File: src/rtl/core/irai_pkg.sv
`timescale 1ns / 1ps
`default_nettype none
// ----------------------------------------------------------------------------
// IR range averager package
// Widths, breakpoint and reciprocal tables, status codes and queue status
// shared by the front, queue and back modules.
// ----------------------------------------------------------------------------
package irai_pkg;

    localparam int ADC_W             = 10;
    localparam int DIST_W            = 11;
    localparam int STAT_W            = 2;
    localparam int TABLE_LEN         = 8;
    localparam int SEG_CNT           = TABLE_LEN - 1;
    localparam int SEG_W             = $clog2(SEG_CNT);
    localparam int RECIP_W           = 21;
    localparam int DIFF_W            = 9;
    localparam int RECIP_FRAC        = 16;
    localparam int OFF_W             = 9;
    localparam int QUEUE_DEPTH       = 2;
    localparam int AVG_SAMPLES_DEF   = 8;
    localparam int TABLE_POINTS_DEF  = 8;

    localparam logic [DIST_W-1:0] NEAR_DIST = 11'd160;
    localparam logic [DIST_W-1:0] FAR_DIST  = 11'd0;

    localparam logic [ADC_W-1:0] BP_CODE [TABLE_LEN] = '{
        10'd614, 10'd327, 10'd225, 10'd164, 10'd133, 10'd113, 10'd92, 10'd82
    };

    // Q16 sixteenths per converter code, rounded half up
    localparam logic [RECIP_W-1:0] SEG_RECIP [SEG_CNT] = '{
        21'd36536, 21'd102802, 21'd171898, 21'd338250,
        21'd524288, 21'd499322, 21'd1048576
    };

    // distance at the far end of each segment
    localparam logic [DIST_W-1:0] SEG_END_DIST [SEG_CNT] = '{
        11'd320, 11'd480, 11'd640, 11'd800, 11'd960, 11'd1120, 11'd1280
    };

    typedef enum logic [STAT_W-1:0] {
        RS_INSIDE = 2'd0,
        RS_NEAR   = 2'd1,
        RS_FAR    = 2'd2
    } t_range_status;

    typedef struct packed {
        logic full;
        logic empty;
    } t_q_stat;

endpackage
`default_nettype wire

File: src/rtl/core/irai_front.sv
`timescale 1ns / 1ps
`default_nettype none
// ----------------------------------------------------------------------------
// IR range averager front end
// Accepts converter samples, sums each block and pushes the block sum.
// ----------------------------------------------------------------------------
module irai_front #(
    parameter int AVG_SAMPLES = irai_pkg::AVG_SAMPLES_DEF
) (
    input  wire logic                                   i_clk,
    input  wire logic                                   i_rst_n,
    input  wire logic                                   i_valid,
    output logic                                        o_stall,
    input  wire logic [irai_pkg::ADC_W-1:0]             i_adc_sample,
    input  wire irai_pkg::t_q_stat                      i_q_stat,
    output logic                                        o_push,
    output logic [irai_pkg::ADC_W+$clog2(AVG_SAMPLES)-1:0] o_push_sum
);
    import irai_pkg::*;

    localparam int SUM_W = ADC_W + $clog2(AVG_SAMPLES);
    localparam int CNT_W = (AVG_SAMPLES > 1) ? $clog2(AVG_SAMPLES) : 1;
    localparam logic [CNT_W-1:0] CNT_LAST = CNT_W'(AVG_SAMPLES - 1);

    logic [SUM_W-1:0] r_sum;
    logic [SUM_W-1:0] n_sum;
    logic [CNT_W-1:0] r_cnt;
    logic [CNT_W-1:0] n_cnt;
    logic             w_last;
    logic             w_accept;
    logic [SUM_W-1:0] w_sum_inc;

    assign w_last     = (r_cnt == CNT_LAST);
    assign o_stall    = w_last && i_q_stat.full;
    assign w_accept   = i_valid && !o_stall;
    assign w_sum_inc  = r_sum + SUM_W'(i_adc_sample);
    assign o_push     = w_accept && w_last;
    assign o_push_sum = w_sum_inc;

    always_comb begin
        n_sum = r_sum;
        n_cnt = r_cnt;
        if (w_accept) begin
            if (w_last) begin
                n_sum = '0;
                n_cnt = '0;
            end else begin
                n_sum = w_sum_inc;
                n_cnt = r_cnt + CNT_W'(1);
            end
        end
    end

    always_ff @(posedge i_clk) begin
        if (!i_rst_n) begin
            r_sum <= '0;
            r_cnt <= '0;
        end else begin
            r_sum <= n_sum;
            r_cnt <= n_cnt;
        end
    end

endmodule
`default_nettype wire

File: src/rtl/core/irai_queue.sv
`timescale 1ns / 1ps
`default_nettype none
// ----------------------------------------------------------------------------
// IR range averager block queue
// Two-entry queue of block sums between the front and back ends.
// ----------------------------------------------------------------------------
module irai_queue #(
    parameter int DATA_W = irai_pkg::ADC_W + $clog2(irai_pkg::AVG_SAMPLES_DEF)
) (
    input  wire logic              i_clk,
    input  wire logic              i_rst_n,
    input  wire logic              i_push,
    input  wire logic [DATA_W-1:0] i_push_data,
    input  wire logic              i_pop,
    output logic [DATA_W-1:0]      o_pop_data,
    output irai_pkg::t_q_stat      o_stat
);
    import irai_pkg::*;

    localparam int PTR_W = $clog2(QUEUE_DEPTH);
    localparam int CNT_W = $clog2(QUEUE_DEPTH + 1);

    logic [DATA_W-1:0] r_mem [QUEUE_DEPTH];
    logic [PTR_W-1:0]  r_wr;
    logic [PTR_W-1:0]  n_wr;
    logic [PTR_W-1:0]  r_rd;
    logic [PTR_W-1:0]  n_rd;
    logic [CNT_W-1:0]  r_cnt;
    logic [CNT_W-1:0]  n_cnt;

    assign o_stat.full  = (r_cnt == CNT_W'(QUEUE_DEPTH));
    assign o_stat.empty = (r_cnt == '0);
    assign o_pop_data   = r_mem[r_rd];

    always_comb begin
        n_wr  = i_push ? r_wr + PTR_W'(1) : r_wr;
        n_rd  = i_pop  ? r_rd + PTR_W'(1) : r_rd;
        n_cnt = r_cnt + CNT_W'(i_push) - CNT_W'(i_pop);
    end

    always_ff @(posedge i_clk) begin
        if (i_push) begin
            r_mem[r_wr] <= i_push_data;
        end
    end

    always_ff @(posedge i_clk) begin
        if (!i_rst_n) begin
            r_wr  <= '0;
            r_rd  <= '0;
            r_cnt <= '0;
        end else begin
            r_wr  <= n_wr;
            r_rd  <= n_rd;
            r_cnt <= n_cnt;
        end
    end

endmodule
`default_nettype wire

File: src/rtl/core/irai_back.sv
`timescale 1ns / 1ps
`default_nettype none
// ----------------------------------------------------------------------------
// IR range averager back end
// Four-stage pipeline: average by reciprocal multiply, segment select,
// offset multiply, distance and output register.
// ----------------------------------------------------------------------------
module irai_back #(
    parameter int AVG_SAMPLES  = irai_pkg::AVG_SAMPLES_DEF,
    parameter int TABLE_POINTS = irai_pkg::TABLE_POINTS_DEF
) (
    input  wire logic                                       i_clk,
    input  wire logic                                       i_rst_n,
    input  wire irai_pkg::t_q_stat                          i_q_stat,
    input  wire logic [irai_pkg::ADC_W+$clog2(AVG_SAMPLES)-1:0] i_pop_data,
    output logic                                            o_pop,
    output logic                                            o_valid,
    input  wire logic                                       i_stall,
    output logic [irai_pkg::ADC_W-1:0]                      o_average_raw,
    output logic [irai_pkg::DIST_W-1:0]                     o_distance_sixteenths,
    output logic [irai_pkg::STAT_W-1:0]                     o_range_status
);
    import irai_pkg::*;

    localparam int AVG_LOG   = $clog2(AVG_SAMPLES);
    localparam int SUM_W     = ADC_W + AVG_LOG;
    localparam int MUL_W     = SUM_W + 1;
    localparam int PROD1_W   = SUM_W + MUL_W;
    localparam int AVG_SHIFT = SUM_W + AVG_LOG;
    localparam logic [63:0] AVG_MUL_FULL =
        ((64'd1 << AVG_SHIFT) + 64'(AVG_SAMPLES) - 64'd1) / AVG_SAMPLES;
    localparam logic [MUL_W-1:0] AVG_MUL = AVG_MUL_FULL[MUL_W-1:0];
    localparam int PTS_USED = (TABLE_POINTS < 2) ? 2 :
                              ((TABLE_POINTS > TABLE_LEN) ? TABLE_LEN : TABLE_POINTS);
    localparam int PROD2_W  = DIFF_W + RECIP_W;
    localparam logic [PROD2_W:0] ROUND_HALF = (PROD2_W + 1)'(1) << (RECIP_FRAC - 1);

    logic                 en_s1;
    logic                 en_s2;
    logic                 en_s3;
    logic                 en_s4;

    logic                 r_s1_v;
    logic [PROD1_W-1:0]   r_s1_prod;

    logic                 r_s2_v;
    logic [ADC_W-1:0]     r_s2_avg;
    t_range_status        r_s2_stat;
    logic [SEG_W-1:0]     r_s2_seg;
    logic [DIFF_W-1:0]    r_s2_diff;
    logic [RECIP_W-1:0]   r_s2_recip;

    logic                 r_s3_v;
    logic [ADC_W-1:0]     r_s3_avg;
    t_range_status        r_s3_stat;
    logic [SEG_W-1:0]     r_s3_seg;
    logic [PROD2_W-1:0]   r_s3_prod;

    logic                 r_s4_v;
    logic [ADC_W-1:0]     r_s4_avg;
    logic [DIST_W-1:0]    r_s4_dist;
    t_range_status        r_s4_stat;

    logic [ADC_W-1:0]     w_avg;
    t_range_status        n_s2_stat;
    logic [SEG_W-1:0]     n_s2_seg;
    logic [DIFF_W-1:0]    n_s2_diff;
    logic [RECIP_W-1:0]   n_s2_recip;
    logic [PROD2_W:0]     w_rnd;
    logic [OFF_W-1:0]     w_off;
    logic [DIST_W-1:0]    n_s4_dist;

    assign en_s4 = !r_s4_v || !i_stall;
    assign en_s3 = !r_s3_v || en_s4;
    assign en_s2 = !r_s2_v || en_s3;
    assign en_s1 = !r_s1_v || en_s2;
    assign o_pop = en_s1 && !i_q_stat.empty;

    assign w_avg = r_s1_prod[AVG_SHIFT +: ADC_W];

    always_comb begin
        n_s2_seg   = '0;
        n_s2_diff  = '0;
        n_s2_recip = '0;
        for (int i = SEG_CNT - 1; i >= 0; i--) begin
            if (i < PTS_USED - 1 && w_avg <= BP_CODE[i] && w_avg >= BP_CODE[i+1]) begin
                n_s2_seg   = SEG_W'(i);
                n_s2_diff  = DIFF_W'(w_avg - BP_CODE[i+1]);
                n_s2_recip = SEG_RECIP[i];
            end
        end
        if (w_avg > BP_CODE[0]) begin
            n_s2_stat = RS_NEAR;
        end else if (w_avg < BP_CODE[PTS_USED-1]) begin
            n_s2_stat = RS_FAR;
        end else begin
            n_s2_stat = RS_INSIDE;
        end
    end

    assign w_rnd = {1'b0, r_s3_prod} + ROUND_HALF;
    assign w_off = w_rnd[RECIP_FRAC +: OFF_W];

    always_comb begin
        case (r_s3_stat)
            RS_NEAR:   n_s4_dist = NEAR_DIST;
            RS_FAR:    n_s4_dist = FAR_DIST;
            RS_INSIDE: n_s4_dist = SEG_END_DIST[r_s3_seg] - DIST_W'(w_off);
            default:   n_s4_dist = FAR_DIST;
        endcase
    end

    always_ff @(posedge i_clk) begin
        if (!i_rst_n) begin
            r_s1_v <= 1'b0;
            r_s2_v <= 1'b0;
            r_s3_v <= 1'b0;
            r_s4_v <= 1'b0;
        end else begin
            if (en_s1) r_s1_v <= !i_q_stat.empty;
            if (en_s2) r_s2_v <= r_s1_v;
            if (en_s3) r_s3_v <= r_s2_v;
            if (en_s4) r_s4_v <= r_s3_v;
        end
    end

    always_ff @(posedge i_clk) begin
        if (o_pop) begin
            r_s1_prod <= PROD1_W'(i_pop_data) * PROD1_W'(AVG_MUL);
        end
        if (en_s2 && r_s1_v) begin
            r_s2_avg   <= w_avg;
            r_s2_stat  <= n_s2_stat;
            r_s2_seg   <= n_s2_seg;
            r_s2_diff  <= n_s2_diff;
            r_s2_recip <= n_s2_recip;
        end
        if (en_s3 && r_s2_v) begin
            r_s3_avg  <= r_s2_avg;
            r_s3_stat <= r_s2_stat;
            r_s3_seg  <= r_s2_seg;
            r_s3_prod <= PROD2_W'(r_s2_diff) * PROD2_W'(r_s2_recip);
        end
        if (en_s4 && r_s3_v) begin
            r_s4_avg  <= r_s3_avg;
            r_s4_dist <= n_s4_dist;
            r_s4_stat <= r_s3_stat;
        end
    end

    assign o_valid               = r_s4_v;
    assign o_average_raw         = r_s4_avg;
    assign o_distance_sixteenths = r_s4_dist;
    assign o_range_status        = r_s4_stat;

endmodule
`default_nettype wire

File: src/rtl/core/ir_range_average_interpolate.sv
`timescale 1ns / 1ps
`default_nettype none
// ----------------------------------------------------------------------------
// IR range averager and distance interpolator
// Input channel: one 10-bit converter sample per word (i_valid / o_stall).
// Every AVG_SAMPLES samples form a block; the block gives one output word
// (o_valid / i_stall) with the truncated mean, the distance in 1/16 cm by
// piecewise-linear interpolation over the breakpoint table, and a status:
// inside, near (clamped to 10 cm) or far (distance 0).
// Throughput: one sample per cycle while o_stall is low, set by the
// accumulator in the front end and the fully pipelined back end.
// Result path: the block sum enters the queue at the edge that takes the
// last sample of a block; from there the average multiply, the segment
// select, the offset multiply and the distance register are loaded in
// turn before its result word is shown.
// Reset clears the running sum, the sample count, the queue and all stage
// valids; no result is pending after reset.
// When the receiver stalls, the result holds and the pipeline fills; the
// two-entry queue then fills, and o_stall rises only for a sample that
// would complete a block while the queue is full.
// ----------------------------------------------------------------------------
module ir_range_average_interpolate #(
    parameter int AVG_SAMPLES  = irai_pkg::AVG_SAMPLES_DEF,
    parameter int TABLE_POINTS = irai_pkg::TABLE_POINTS_DEF
) (
    input  wire logic                         i_clk,
    input  wire logic                         i_rst_n,
    input  wire logic                         i_valid,
    output logic                              o_stall,
    input  wire logic [irai_pkg::ADC_W-1:0]   i_adc_sample,
    output logic                              o_valid,
    input  wire logic                         i_stall,
    output logic [irai_pkg::ADC_W-1:0]        o_average_raw,
    output logic [irai_pkg::DIST_W-1:0]       o_distance_sixteenths,
    output logic [irai_pkg::STAT_W-1:0]       o_range_status
);
    import irai_pkg::*;

    localparam int SUM_W = ADC_W + $clog2(AVG_SAMPLES);

    t_q_stat          w_q_stat;
    logic             w_push;
    logic [SUM_W-1:0] w_push_sum;
    logic             w_pop;
    logic [SUM_W-1:0] w_pop_sum;

    irai_front #(
        .AVG_SAMPLES (AVG_SAMPLES)
    ) u_front (
        .i_clk        (i_clk),
        .i_rst_n      (i_rst_n),
        .i_valid      (i_valid),
        .o_stall      (o_stall),
        .i_adc_sample (i_adc_sample),
        .i_q_stat     (w_q_stat),
        .o_push       (w_push),
        .o_push_sum   (w_push_sum)
    );

    irai_queue #(
        .DATA_W (SUM_W)
    ) u_queue (
        .i_clk       (i_clk),
        .i_rst_n     (i_rst_n),
        .i_push      (w_push),
        .i_push_data (w_push_sum),
        .i_pop       (w_pop),
        .o_pop_data  (w_pop_sum),
        .o_stat      (w_q_stat)
    );

    irai_back #(
        .AVG_SAMPLES  (AVG_SAMPLES),
        .TABLE_POINTS (TABLE_POINTS)
    ) u_back (
        .i_clk                 (i_clk),
        .i_rst_n               (i_rst_n),
        .i_q_stat              (w_q_stat),
        .i_pop_data            (w_pop_sum),
        .o_pop                 (w_pop),
        .o_valid               (o_valid),
        .i_stall               (i_stall),
        .o_average_raw         (o_average_raw),
        .o_distance_sixteenths (o_distance_sixteenths),
        .o_range_status        (o_range_status)
    );

endmodule
`default_nettype wire
File: config.mk
export PLATFORM = sky130hd
export DESIGN_NAME = ir_range_average_interpolate
export DESIGN_NICKNAME = d
export VERILOG_FILES = /design/src/rtl/core/irai_pkg.sv /design/src/rtl/core/irai_front.sv /design/src/rtl/core/irai_queue.sv /design/src/rtl/core/irai_back.sv /design/src/rtl/core/ir_range_average_interpolate.sv
export SDC_FILE = /design/constraint.sdc
export NUM_CORES = 1
export LEC_CHECK = 0
export ABC_AREA = 1
export BUFFER_PORTS_ARGS = -buffer_cell sky130_fd_sc_hd__clkbuf_2
export CORE_ASPECT_RATIO = 0.9
export CORE_UTILIZATION = 27
export CTS_CLUSTER_DIAMETER = 30
export DETAILED_ROUTE_END_ITERATION = 7
export GPL_TIMING_DRIVEN = 0
export MAX_ROUTING_LAYER = met4
export PLACE_DENSITY_LB_ADDON = 0.2
export SLEW_MARGIN = 20
export SYNTH_ARGS = -nofsm -noshare
export SYNTH_HDL_FRONTEND = slang
export SYNTH_SLANG_ARGS = --single-unit
File: constraint.sdc
create_clock -name i_clk -period 5.44 [get_ports i_clk]
set_input_delay 1.088 -clock i_clk [delete_from_list [all_inputs] [get_ports i_clk]]
set_output_delay 1.088 -clock i_clk [all_outputs]
set_load 0.02 [all_outputs]
Yosys cells after proc, flatten, opt, wreduce, memory -nomap -nowiden --
Memories as Yosys holds them, arrays and structs flattened. A register that Yosys moved wholly into a read port is not among the register bits. Cells that the tools add are included.
Storage, ports and cells: input port bits 14, flip-flop bits (word level) 132, output and inout port bits 25, memory bits (read-only) 88, RAM bits 26, memories 2, logic and storage cells 124
Cells by class: mux-type cells 27, eq/ne operators 3, reduce and logical (&&, ||, !) cells 31, $add $sub $neg 15, multipliers 1, $lt $le $gt $ge 17, bitwise logic cells 1
Memories:
- (no name shown) | words 8, bits a word 11, rd ports 1, clocked after Yosys merged registers in 0, write ports 0, RTL line irai_back.sv:108 | RS_INSIDE: n_s4_dist = SEG_END_DIST[r_s3_seg] - DIST_W'(w_off);
- u_queue.r_mem | words 2, bits a word 13, rd ports 1, clocked after Yosys merged registers in 1, write ports 1, RTL line irai_queue.sv:23 | logic [DATA_W-1:0] r_mem [QUEUE_DEPTH];
Operators with widths (number):
- 9-bit two-way mux | 7
- 20-bit two-way mux | 2
- 10-bit by 7-bit greater-or-equal comparator with 1-bit output (second input constant) | 3
- 10-bit by 8-bit greater-or-equal comparator with 1-bit output (second input constant) | 3
- 10-bit by 8-bit <= comparator with 1-bit output (second input constant) | 3
- 9-bit by 7-bit subtractor with 9-bit output (second input constant) | 3
- 9-bit by 8-bit subtractor with 9-bit output (second input constant) | 3
- 25-bit by 16-bit adder with 25-bit output (second input constant) | 1
- 9-bit by 21-bit multiplier with 25-bit output | 1
- 11-bit two-way mux | 2
- 11-bit one-hot mux with 2 select lines | 1
- 21-bit two-way mux | 1
- 10-bit by 7-bit <= comparator with 1-bit output (second input constant) | 2
- 19-bit two-way mux | 1
- 18-bit two-way mux | 1
- 17-bit two-way mux | 1
- 1-bit logical AND | 14
- 13-bit by 10-bit adder with 13-bit output | 1
- 13-bit two-way mux | 1
- 3-bit two-way mux | 4
- 11-bit by 9-bit subtractor with 11-bit output | 1
- 10-bit by 9-bit greater-or-equal comparator with 1-bit output (second input constant) | 1
- 10-bit > comparator (second input constant) | 1
- 10-bit <= comparator (second input constant) | 1
- 21 further kinds | 36

Logic depth before layout (Yosys ltp) --
Gate-level depths: netlist of the first run.
word-level depth 9, gate-level depth with buffers 23, gate-level depth less buffers 22

Modules after synthesis --
A second synthesis of the first run with hierarchy kept.
Unflattened totals: cell total of the unflattened synthesis 1427, area total of the unflattened synthesis 12343.1 um^2
By module, submodules not included:
- irai_back | cells an instance 1145, instances 1, area an instance 9794.4 um^2, seq. area each 2932.8 um^2
- irai_front | cells an instance 209, instances 1, area an instance 1347.5 um^2, seq. area each 320.3 um^2
- irai_queue | cells an instance 73, instances 1, area an instance 1201.2 um^2, seq. area each 880.8 um^2

Least setup slack after synthesis of the first run --
OpenSTA, ideal clock, no wires.
path kind reg-to-reg, start register u_back.r_s2_diff[6], end register u_back.r_s3_prod[20] (data pin), clock period less this slack 4.319 ns, library setup time 0.262 ns, data required time 5.178 ns, stages on the path, launching flop included 17, buffers on the path 1, slack 1.121 ns, arrival 4.056 ns, cells stage by stage edfxtp_1 > clkbuf_1 > nand2_1 > inv_1 > fa_1 > fa_1 > fa_1 > inv_1 > fa_1 > inv_1 > ha_1 > a21oi_1 > a21boi_0 > nand2_1 > a21oi_1 > o21bai_1 > xor2_1
On the way: longest elaborated chain between the ends 1
Ends and longest elaborated chain:
- start: declaration | RTL line irai_back.sv:50 | logic [DIFF_W-1:0] r_s2_diff;
- start signal: assignment | RTL line irai_back.sv:135 | r_s2_diff <= n_s2_diff;
- 9-bit by 21-bit multiplier with 25-bit output | RTL line irai_back.sv:142 | r_s3_prod <= PROD2_W'(r_s2_diff) * PROD2_W'(r_s2_recip);
- end signal: assignment | RTL line irai_back.sv:142
- end: declaration | RTL line irai_back.sv:57 | logic [PROD2_W-1:0] r_s3_prod;
No other way between the ends. A chain may end at the register's enable or synchronous reset.

Worst setup path after layout of the first run --
start register u_back.r_s2_diff[2], end register u_back.r_s3_prod[23] (data pin)
The elaborated chain is that of the path after synthesis.

==> run_results.csv, run 1 <==
group,metric,value,unit
status,outcome,"completed",
placement,dpl.hpwl,23860,µm
clock_tree,clockBufferDepth,2,
logic_synthesis,syn-num-nets,1635,
drt,viasPerCell,4.275,
clock_tree,postCtsSetupRepairBufs,0,
run,cap_viol_max_count,0,
final_layout,fin_util,31.31,%
grt,grt-ovfl-total,0,
logic_synthesis,avgSynthCellArea,8.340,µm²
drt,routedWlPerCell,14.17,µm
worst_setup_path,worst_setup_path_start_kind,"register",
worst_setup_path,arrival,5260,ps
grt,grtUsageTotal,14.12,%
placement,io_buffers,38,
grt,grt_max_degree,28,
floorplan,die_w,224.5,µm
drt,vias,8998,
sta,hold_ws,417.9,ps
worst_setup_path,worstPathMaxFanout,10,
floorplan,die-area,45390,µm²
sta,rsz0062_at_grt,"false",
drt,wirelength,29820,µm
logic_synthesis,synth-edff-count,115,
worst_setup_path,end_kind,"register",
worst_setup_path,max_stage_delay,560,ps
logic_synthesis,synth_top_cell_area_share,28.71,%
sta,tightest_slew,970.4,ps
clock_tree,postCtsHoldBufs,0,
floorplan,io-pin-count,39,
final_layout,drive_gt1_share,8.857,%
sta,timing.final.hold_violations,0,
logic_synthesis,synthesis.area,12030,µm²
logic_synthesis,synth_flop_cell,"edfxtp_1",
worst_setup_path,crit_buf_inv,4,
grt,antenna_found_initial,0,
sta,slew_headroom,35.23,%
clock_tree,cts_tree,"built",
floorplan,start_util,27.70,%
clock_tree,clk_pin_slew,70,ps
drt,drcViolationCount,0,
worst_setup_path,crit_path_top_delay_cell,"fa_1",
logic_synthesis,ys_ff_latch,139,
clock_tree,cts_sinks,139,
sta,clock-skew-final,13.68,ps
clock_tree,cts.repair.resized,0,
logic_synthesis,synth-seq-area-share,32.71,%
clock_tree,htreeDepth,4,
final_layout,nNetsFinal,1693,
drt,ant_nets,0,
worst_setup_path,critPathRequiredTime,5680,ps
sta,fmax,199.5,MHz
drt,drtPass1Iterations,5,
logic_synthesis,postSynthCellCount,1442,
sta,setup_viol,0,
floorplan,core,43420,µm²
sta,timing.setup.tns,0,ps
logic_synthesis,synth_area_leaders,"edfxtp_1 29%, fa_1 16%, nand2_1 12%",
logic_synthesis,synth-warning-count,0,
floorplan,rows,72,
worst_setup_path,crit_chain,"clkbuf_1, nand2_1, fa_1, inv_1, fa_1, fa_1, inv_1, fa_1, inv_1, ha_1, nand2_1, o21ai_0, a21oi_1, o211ai_1, xor2_1",
placement,dp_cells,2073,
logic_synthesis,yosysTopAreaCell,"edfxtp_1",
sta,period_minus_slack,5013,ps
placement,globalplace.congestion,0.8604,
min_path,hold_path_class,"reg -> reg",
grt,first_global_vias,9059,
drt,first_iter_violations,575,
clock_tree,insertion_delay,430,ps
floorplan,die_h,202.2,µm
final_layout,finalNonFillerCells,2105,
clock_tree,root_buffer,"clkbuf_16",
clock_tree,numCtsBuffers,17,
logic_synthesis,async_reset_ff_share,0,%
grt,grt_pass1_wl,48470,µm
worst_setup_path,crit_family,"adder cells",
final_layout,antenna_cells,0,
worst_setup_path,crit_type,"reg -> reg",
sta,slew_violations,0,
final_layout,final_cell_mix,"373 x nand2_1, 291 x inv_1, 115 x edfxtp_1, 97 x fa_1, 87 x nor2_1",
logic_synthesis,synthDistinctLibCells,46,
final_layout,area_growth,13.06,%
final_layout,final_common_cell,"nand2_1",
worst_setup_path,cpMostUsedCell,"fa_1",
sta,fin_crit_sh,92.14,%
==> through the flow <==
step	setup WS (ps)	area (µm²)
detailed placement	388.6	13000
global route	19.36	13600
CTS	339.1	13600
finish	427.4	13600
global placement	340.9	12960
floorplan	1121	12030
==> registers in the layout, indices dropped and copies added (netlist names), 2 cells and up <==
register                      flops
u_back.o_average_raw             10
u_back.r_s1_prod                 10
u_back.r_s2_stat                  2
u_back.r_s2_seg                   2
u_queue.r_cnt                     2
u_front.r_cnt                     3
u_back.r_s3_seg                   3
u_back.r_s2_avg                  10
u_front.r_sum                    13
u_back.r_s3_stat                  2
u_queue.r_mem                    20
u_back.r_s2_recip                14
u_back.o_range_status             2
u_back.o_distance_sixteenths     11
u_back.r_s3_avg                  10
u_back.r_s3_prod                 10
u_back.r_s2_diff                  9
==> per-layer routing <==
metal  vias up  part of all wire, %  global-route usage (%)
li1       4591                    -                       -
met1      4233                   49                   18.95
met2       158                   46                   22.09
met3        16                  3.7                   2.559
met4         0                  1.1                   3.134
met5         -                    0                       -
==> cell families after synthesis <==
kind of cell,share of synthesized area [%]
AO/OA/AOI/OAI,5.837
XOR/XNOR,4.370
adder cells (fa/ha/maj),24.68
buffers and inverters,11.32
flip-flops,32.71
multiplexers,0.08323
AND/OR/NAND/NOR,21.01
==> synthesized netlist by cell type (4+ instances only) <==
library cell / instances
nand3b_1: 4
nand2_2: 12
nand3_2: 6
nand3_1: 65
inv_1: 291
nand4_1: 14
buf_6: 5
nor3_1: 8
xor2_1: 45
o21ai_0: 31
xnor2_1: 15
clkbuf_1: 21
buf_2: 4
inv_2: 10
o21bai_1: 6
o21ai_1: 9
a21oi_1: 70
nor2_4: 4
fa_1: 97
buf_4: 7
nand2_1: 373
ha_1: 82
nor2_1: 89
dfxtp_1: 24
edfxtp_1: 115
==> path summary, 6_finish.rpt <==
kind,startpoint,endpoint,slack (ps),cells past startpoint
setup / recovery,u_back.r_s2_diff[2],u_back.r_s3_prod[23],430,15
hold / removal,u_back.r_s2_stat[1],u_back.r_s3_stat[1],420,0
setup reg to reg,u_back.r_s2_diff[2],u_back.r_s3_prod[23],430,15
hold reg to reg,u_back.r_s2_stat[1],u_back.r_s3_stat[1],420,0
==> worst reg2reg max path, stage by stage (launching register included) <==
cell and delay [ps]:
edfxtp_1 470, clkbuf_1 490, nand2_1 150, fa_1 530, inv_1 50, fa_1 470
fa_1 490, inv_1 50, fa_1 560, inv_1 60, ha_1 350, nand2_1 90
o21ai_0 320, a21oi_1 140, o211ai_1 330, xor2_1 280
==> final cells by class <==
class                      count  area [µm²]
clock buffer                  19       432.9
buffer                        37       207.7
sequential                   139        3934
multi-input combinational    960        6753
clock inverter                13       165.2
timing repair buffer          39       210.2
inverter                     306        1154
tap                          592       740.7
fill                        4717       29820
Power of run 1 is left out: the tool's default activity adds up to more than one toggle a clock period on the data nets, which glitch-free logic cannot reach.
==> run 2, diff against run 1 <==
--- a/config.mk
+++ b/config.mk
@@ -5,9 +5,10 @@
 export SDC_FILE = /design/constraint.sdc
 export NUM_CORES = 1
 export LEC_CHECK = 0
-export ABC_AREA = 1
+export ABC_AREA = 0
 export BUFFER_PORTS_ARGS = -buffer_cell sky130_fd_sc_hd__clkbuf_2
 export CORE_ASPECT_RATIO = 0.9
+export CORE_MARGIN = 2
 export CORE_UTILIZATION = 27
 export CTS_CLUSTER_DIAMETER = 30
 export DETAILED_ROUTE_END_ITERATION = 7
==> run_results.csv, run 2 <==
group,metric,value,unit
logic_synthesis,async_reset_ff_share,0,%
sta,slew_headroom,35.63,%
final_layout,registers.top_by_ff_count,"u_queue.r_mem",
floorplan,die_w,218.6,µm
sta,period_minus_slack,5069,ps
floorplan,start_util,27.48,%
final_layout,nNetsFinal,1344,
drt,wirelength,27490,µm
floorplan,core,40730,µm²
sta,tightest_slew,962.0,ps
sta,clock-skew-final,8.936,ps
logic_synthesis,synthDistinctLibCells,78,
grt,grt_max_degree,28,
drt,routedWlPerCell,16.13,µm
sta,setup_viol,0,
clock_tree,cts_sinks,139,
logic_synthesis,synthesis.area,11190,µm²
sta,hold_ws,417.8,ps
clock_tree,root_buffer,"clkbuf_16",
worst_setup_path,crit_type,"reg -> reg",
final_layout,area_growth,14.59,%
worst_setup_path,arrival,5250,ps
floorplan,die-area,43090,µm²
run,cap_viol_max_count,0,
floorplan,rows,70,
placement,dpl.hpwl,21400,µm
sta,timing.final.hold_violations,0,
drt,first_iter_violations,571,
clock_tree,cts_tree,"built",
final_layout,largest_reg_flops,20,
sta,slew_violations,0,
logic_synthesis,synth_flop_cell,"edfxtp_1",
placement,io_buffers,37,
min_path,hold_path_class,"reg -> reg",
logic_synthesis,synth_area_leaders,"edfxtp_1 31%, fa_1 17%, ha_1 9.2%",
logic_synthesis,postSynthCellCount,1093,
logic_synthesis,synth-seq-area-share,35.15,%
logic_synthesis,synth_commonest_cells,"160 x inv_1, 115 x edfxtp_1, 97 x fa_1, 97 x nand2_1, 82 x ha_1",
drt,viasPerCell,4.583,
logic_synthesis,synth_most_common_cell,"inv_1",
final_layout,final_cell_mix,"160 x inv_1, 115 x edfxtp_1, 97 x nand2_1, 97 x fa_1, 82 x ha_1",
final_layout,multiInputGateArea,6505,µm²
worst_setup_path,worstPathMaxFanout,10,
sta,rsz0062_at_grt,"false",
worst_setup_path,critPathRequiredTime,5620,ps
final_layout,top_regs,"u_queue.r_mem: 20 flops, u_back.r_s2_recip: 14 flops, u_front.r_sum: 13 flops",
drt,vias,7809,
final_layout,final_common_cell,"inv_1",
floorplan,die_h,197.1,µm
drt,drtPass1Iterations,5,
final_layout,fillers,4249,
logic_synthesis,syn-num-nets,1286,
worst_setup_path,worst_setup_path_start_kind,"register",
placement,globalplace.congestion,0.8843,
sta,setup_slack,370.6,ps
drt,drcViolationCount,0,
grt,antenna_found_initial,0,
sta,fmax,197.3,MHz
clock_tree,insertion_delay,440,ps
status,outcome,"completed",
logic_synthesis,avgSynthCellArea,10.24,µm²
logic_synthesis,synth-warning-count,0,
clock_tree,numCtsBuffers,17,
clock_tree,htreeDepth,4,
worst_setup_path,end_kind,"register",
grt,first_global_vias,8087,
grt,grt-ovfl-total,0,
clock_tree,clockBufferDepth,2,
final_layout,regArea,3934,µm²
sta,fin_crit_sh,93.19,%
clock_tree,clk_pin_slew,60,ps
final_layout,antenna_cells,0,
final_layout,drive_gt1_share,10.57,%
logic_synthesis,synth-edff-count,115,
floorplan,io-pin-count,39,
logic_synthesis,ys_ff_latch,139,
grt,grt_pass1_wl,44680,µm
grt,grtUsageTotal,13.87,%
logic_synthesis,synth_top_cell_area_share,30.86,%
drt,ant_nets,0,
logic_synthesis,yosysTopAreaCell,"edfxtp_1",
placement,pre_cts_slack,-614.6,ps
==> run 2: cell count changes after synthesis, sizes merged, moves of 11 or more <==
cell	delta
mux2	+11
nor2b	+18
inv	-143
clkbuf	+14
xnor2	+18
xor2	-25
nor2	-36
nand2	-290
o21ai	-12
a21oi	-16
nand3	-56
nand4	-12
and2	+73
==> run 2: cell families after synthesis <==
kind of cell / count (synthesis) / synth area share [%]
mux: 14 / 1.375
fa+ha+maj: 179 / 26.52
compound gates: 191 / 11.67
simple gates: 310 / 13.89
flops: 139 / 35.15
xor+xnor: 53 / 4.148
buf+inv: 207 / 7.245
==> run 2: what timing repair did <==
action                     in CTS  in global routing
buffers inserted                0                  3
resized for setup               8                 19
setup endpoints to repair       8                  7
pin swaps                       0                  1
hold buffers                    0                  0
==> run 2: critical path: stages, from the launching register on <==
cell	delay, ps
edfxtp_1	440
buf_2	270
and2_1	270
fa_1	490
fa_1	520
fa_1	550
inv_1	50
fa_1	520
inv_1	40
ha_1	310
a21oi_1	150
nor2b_1	70
a41oi_2	220
o21ai_2	150
a2bb2oi_4	210
a211o_1	300
a21oi_1	180
xnor2_1	80
==> run 2: final cells by class <==
class	instances	share of cell area, %
plain buffers	43	1.678
clock buffers	18	3.347
clock inverters	14	1.600
inverters	161	4.713
multi-input cells	747	50.73
flip-flops and latches	139	30.68
well taps	540	5.269
repair buffers	42	1.990
==> run 2: layer usage <==
layer	vias to the layer above	track usage (%)	routed length, µm
met3	29	2.510	1063
met2	165	21.55	12870
met1	3806	18.45	13070
met5	-	-	0
li1	3809	-	-
met4	0	4.082	488
==> run 2: final timing paths <==
check	from	to	depth (start not counted)	slack, ps
max	u_back.r_s2_diff[8]	u_back.r_s3_prod[23]	17	370
max reg2reg	u_back.r_s2_diff[8]	u_back.r_s3_prod[23]	17	370
min	u_back.r_s2_avg[3]	u_back.r_s3_avg[3]	0	420
min reg2reg	u_back.r_s2_avg[3]	u_back.r_s3_avg[3]	0	420
==> run 2: stage by stage <==
| step | TNS (ps) | std cells | cell area [µm²] | utilization, % |
|---|---|---|---|---|
| 2_1_floorplan | 0 | 1093 | 11190 | - |
| 3_3_place_gp | -3122 | 1670 | 12050 | 29.59 |
| 3_5_place_dp | -3411 | 1672 | 12120 | 29.76 |
| 4_1_cts | 0 | 1703 | 12770 | 31.35 |
| 5_1_grt | 0 | 1704 | 12820 | 31.49 |
| 6_report | 0 | 1704 | 12820 | 31.49 |
Power of run 2 is left out for the same reason.
==> run 3, diff against run 2 <==
--- a/config.mk
+++ b/config.mk
@@ -6,7 +6,7 @@
 export NUM_CORES = 1
 export LEC_CHECK = 0
 export ABC_AREA = 0
-export BUFFER_PORTS_ARGS = -buffer_cell sky130_fd_sc_hd__clkbuf_2
+export BUFFER_PORTS_ARGS = -buffer_cell sky130_fd_sc_hd__buf_4
 export CORE_ASPECT_RATIO = 0.9
 export CORE_MARGIN = 2
 export CORE_UTILIZATION = 27
==> run_results.csv, run 3 (same netlist as run 2, synthesis figures left out) <==
group,metric,value,unit
status,outcome,"completed",
drt,viasPerCell,4.574,
final_layout,registers.top_by_ff_count,"u_queue.r_mem",
clock_tree,insertion_delay,430,ps
placement,globalplace.congestion,0.9006,
sta,hold_ws,420.8,ps
grt,grt_max_degree,29,
floorplan,rows,70,
worst_setup_path,worstRegToRegCells,17,
drt,first_iter_violations,427,
final_layout,drive_gt1_share,10.55,%
sta,fin_crit_sh,93.76,%
clock_tree,numCtsBuffers,17,
floorplan,die_w,218.6,µm
worst_setup_path,arrival,5290,ps
placement,io_buffers,37,
sta,slew_violations,0,
clock_tree,htreeDepth,4,
drt,ant_nets,0,
sta,fmax,196.1,MHz
floorplan,die_h,197.1,µm
sta,tightest_slew,960.6,ps
clock_tree,clockBufferDepth,2,
worst_setup_path,rrSetupSlack,340,ps
sta,setup_viol,0,
grt,grt_pass1_wl,44260,µm
placement,dpl.hpwl,21400,µm
clock_tree,clk_pin_slew,60,ps
worst_setup_path,critPathRequiredTime,5630,ps
clock_tree,cts_sinks,139,
worst_setup_path,crit_type,"reg -> reg",
worst_setup_path,critPathLaunch,"u_back.r_s2_diff[6]",
worst_setup_path,worstPathMaxFanout,10,
floorplan,io-pin-count,39,
clock_tree,root_buffer,"clkbuf_16",
floorplan,core,40730,µm²
sta,period_minus_slack,5100,ps
worst_setup_path,cp-endpoint,"u_back.r_s3_prod[23]",
sta,clock-skew-final,10.19,ps
grt,first_global_vias,8015,
drt,drcViolationCount,0,
worst_setup_path,end_kind,"register",
drt,routedWlPerCell,16.01,µm
floorplan,die-area,43090,µm²
final_layout,largest_reg_flops,20,
drt,drtPass1Iterations,8,
floorplan,start_util,27.48,%
worst_setup_path,worstReg2RegEnd,"u_back.r_s3_prod[23]",
clock_tree,cts_tree,"built",
grt,grtUsageTotal,13.73,%
worst_setup_path,r2r_start,"u_back.r_s2_diff[6]",
final_layout,antenna_cells,0,
final_layout,top_regs,"u_queue.r_mem: 20 flops, u_back.r_s2_recip: 14 flops, u_front.r_sum: 13 flops",
grt,antenna_found_initial,0,
run,cap_viol_max_count,0,
sta,timing.setup.tns,0,ps
final_layout,final_cell_mix,"160 x inv_1, 115 x edfxtp_1, 97 x nand2_1, 97 x fa_1, 82 x ha_1",
final_layout,final_common_cell,"inv_1",
drt,wirelength,27310,µm
grt,grt-ovfl-total,0,
sta,timing.final.hold_violations,0,
drt,vias,7803,
min_path,hold_path_class,"reg -> reg",
sta,slew_headroom,35.73,%
final_layout,nNetsFinal,1346,
clock_tree,postCtsHoldBufs,0,
sta,rsz0062_at_grt,"false",
final_layout,area_growth,15.52,%
worst_setup_path,worst_setup_path_start_kind,"register",
## run 3: changes by cell type in the layout (fill, tap and decap cells not counted), sizes merged
cell / change
clkinv: -2
clkbuf: -35
clkinvlp: +2
buf: +37
## run 3: final cells by class
| cell class | instances | area (µm²) |
|---|---|---|
| Buffer | 43 | 203.9 |
| Inverter | 161 | 604.3 |
| Fill cell | 4204 | 27800 |
| Multi-Input combinational cell | 747 | 6504 |
| Sequential cell | 139 | 3934 |
| Clock buffer | 18 | 429.2 |
| Timing Repair Buffer | 44 | 370.4 |
| Tap cell | 540 | 675.6 |
| Clock inverter | 14 | 206.4 |
## run 3: routing by layer
metal	share of wire [%]	track usage, %	up-vias
li1	-	-	3814
met1	48	18.17	3804
met2	46	21.16	153
met3	4.3	2.895	32
met4	1.7	3.981	0
met5	0	-	-
## run 3: through the flow
step	std cells	setup slack [ps]	utilization (%)	instance area [µm²]
6_report	1706	339.5	31.74	12930
5_1_grt	1706	20.18	31.74	12930
4_1_cts	1702	13.52	31.59	12870
3_5_place_dp	1673	-563.8	30.03	12230
3_3_place_gp	1670	-563.9	29.82	12140
2_1_floorplan	1093	722.4	-	11190
## run 3: worst min path at each step
stage                     slack [ps]                       to                from  cells after the start
after floorplan                  400  u_back.o_average_raw[0]  u_back.r_s3_avg[0]                      0
after global placement           410       u_back.r_s3_avg[4]  u_back.r_s2_avg[4]                      0
after detailed placement         410       u_back.r_s3_avg[9]  u_back.r_s2_avg[9]                      0
after CTS                        420       u_back.r_s3_avg[9]  u_back.r_s2_avg[9]                      0
after global routing             430       u_back.r_s3_avg[9]  u_back.r_s2_avg[9]                      0
final                            420       u_back.r_s3_seg[2]  u_back.r_s2_seg[2]                      0
## run 3: repair_timing
item / 4_1_cts / 5_1_grt
setup buffers: 0 / 4
setup endpoints to repair: 8 / 7
resized for setup: 8 / 6
## run 3: critical path, stage by stage, from the launching register on
cell	delay [ps]
edfxtp_1	440
clkbuf_2	240
and2_1	270
fa_1	540
fa_1	530
fa_1	550
inv_1	50
fa_1	520
inv_1	40
ha_1	310
a21oi_1	150
nor2b_1	70
a41oi_2	220
o21ai_2	150
a2bb2oi_4	210
a211o_1	310
a21oi_1	180
xnor2_1	70
Power of run 3 is left out for the same reason.
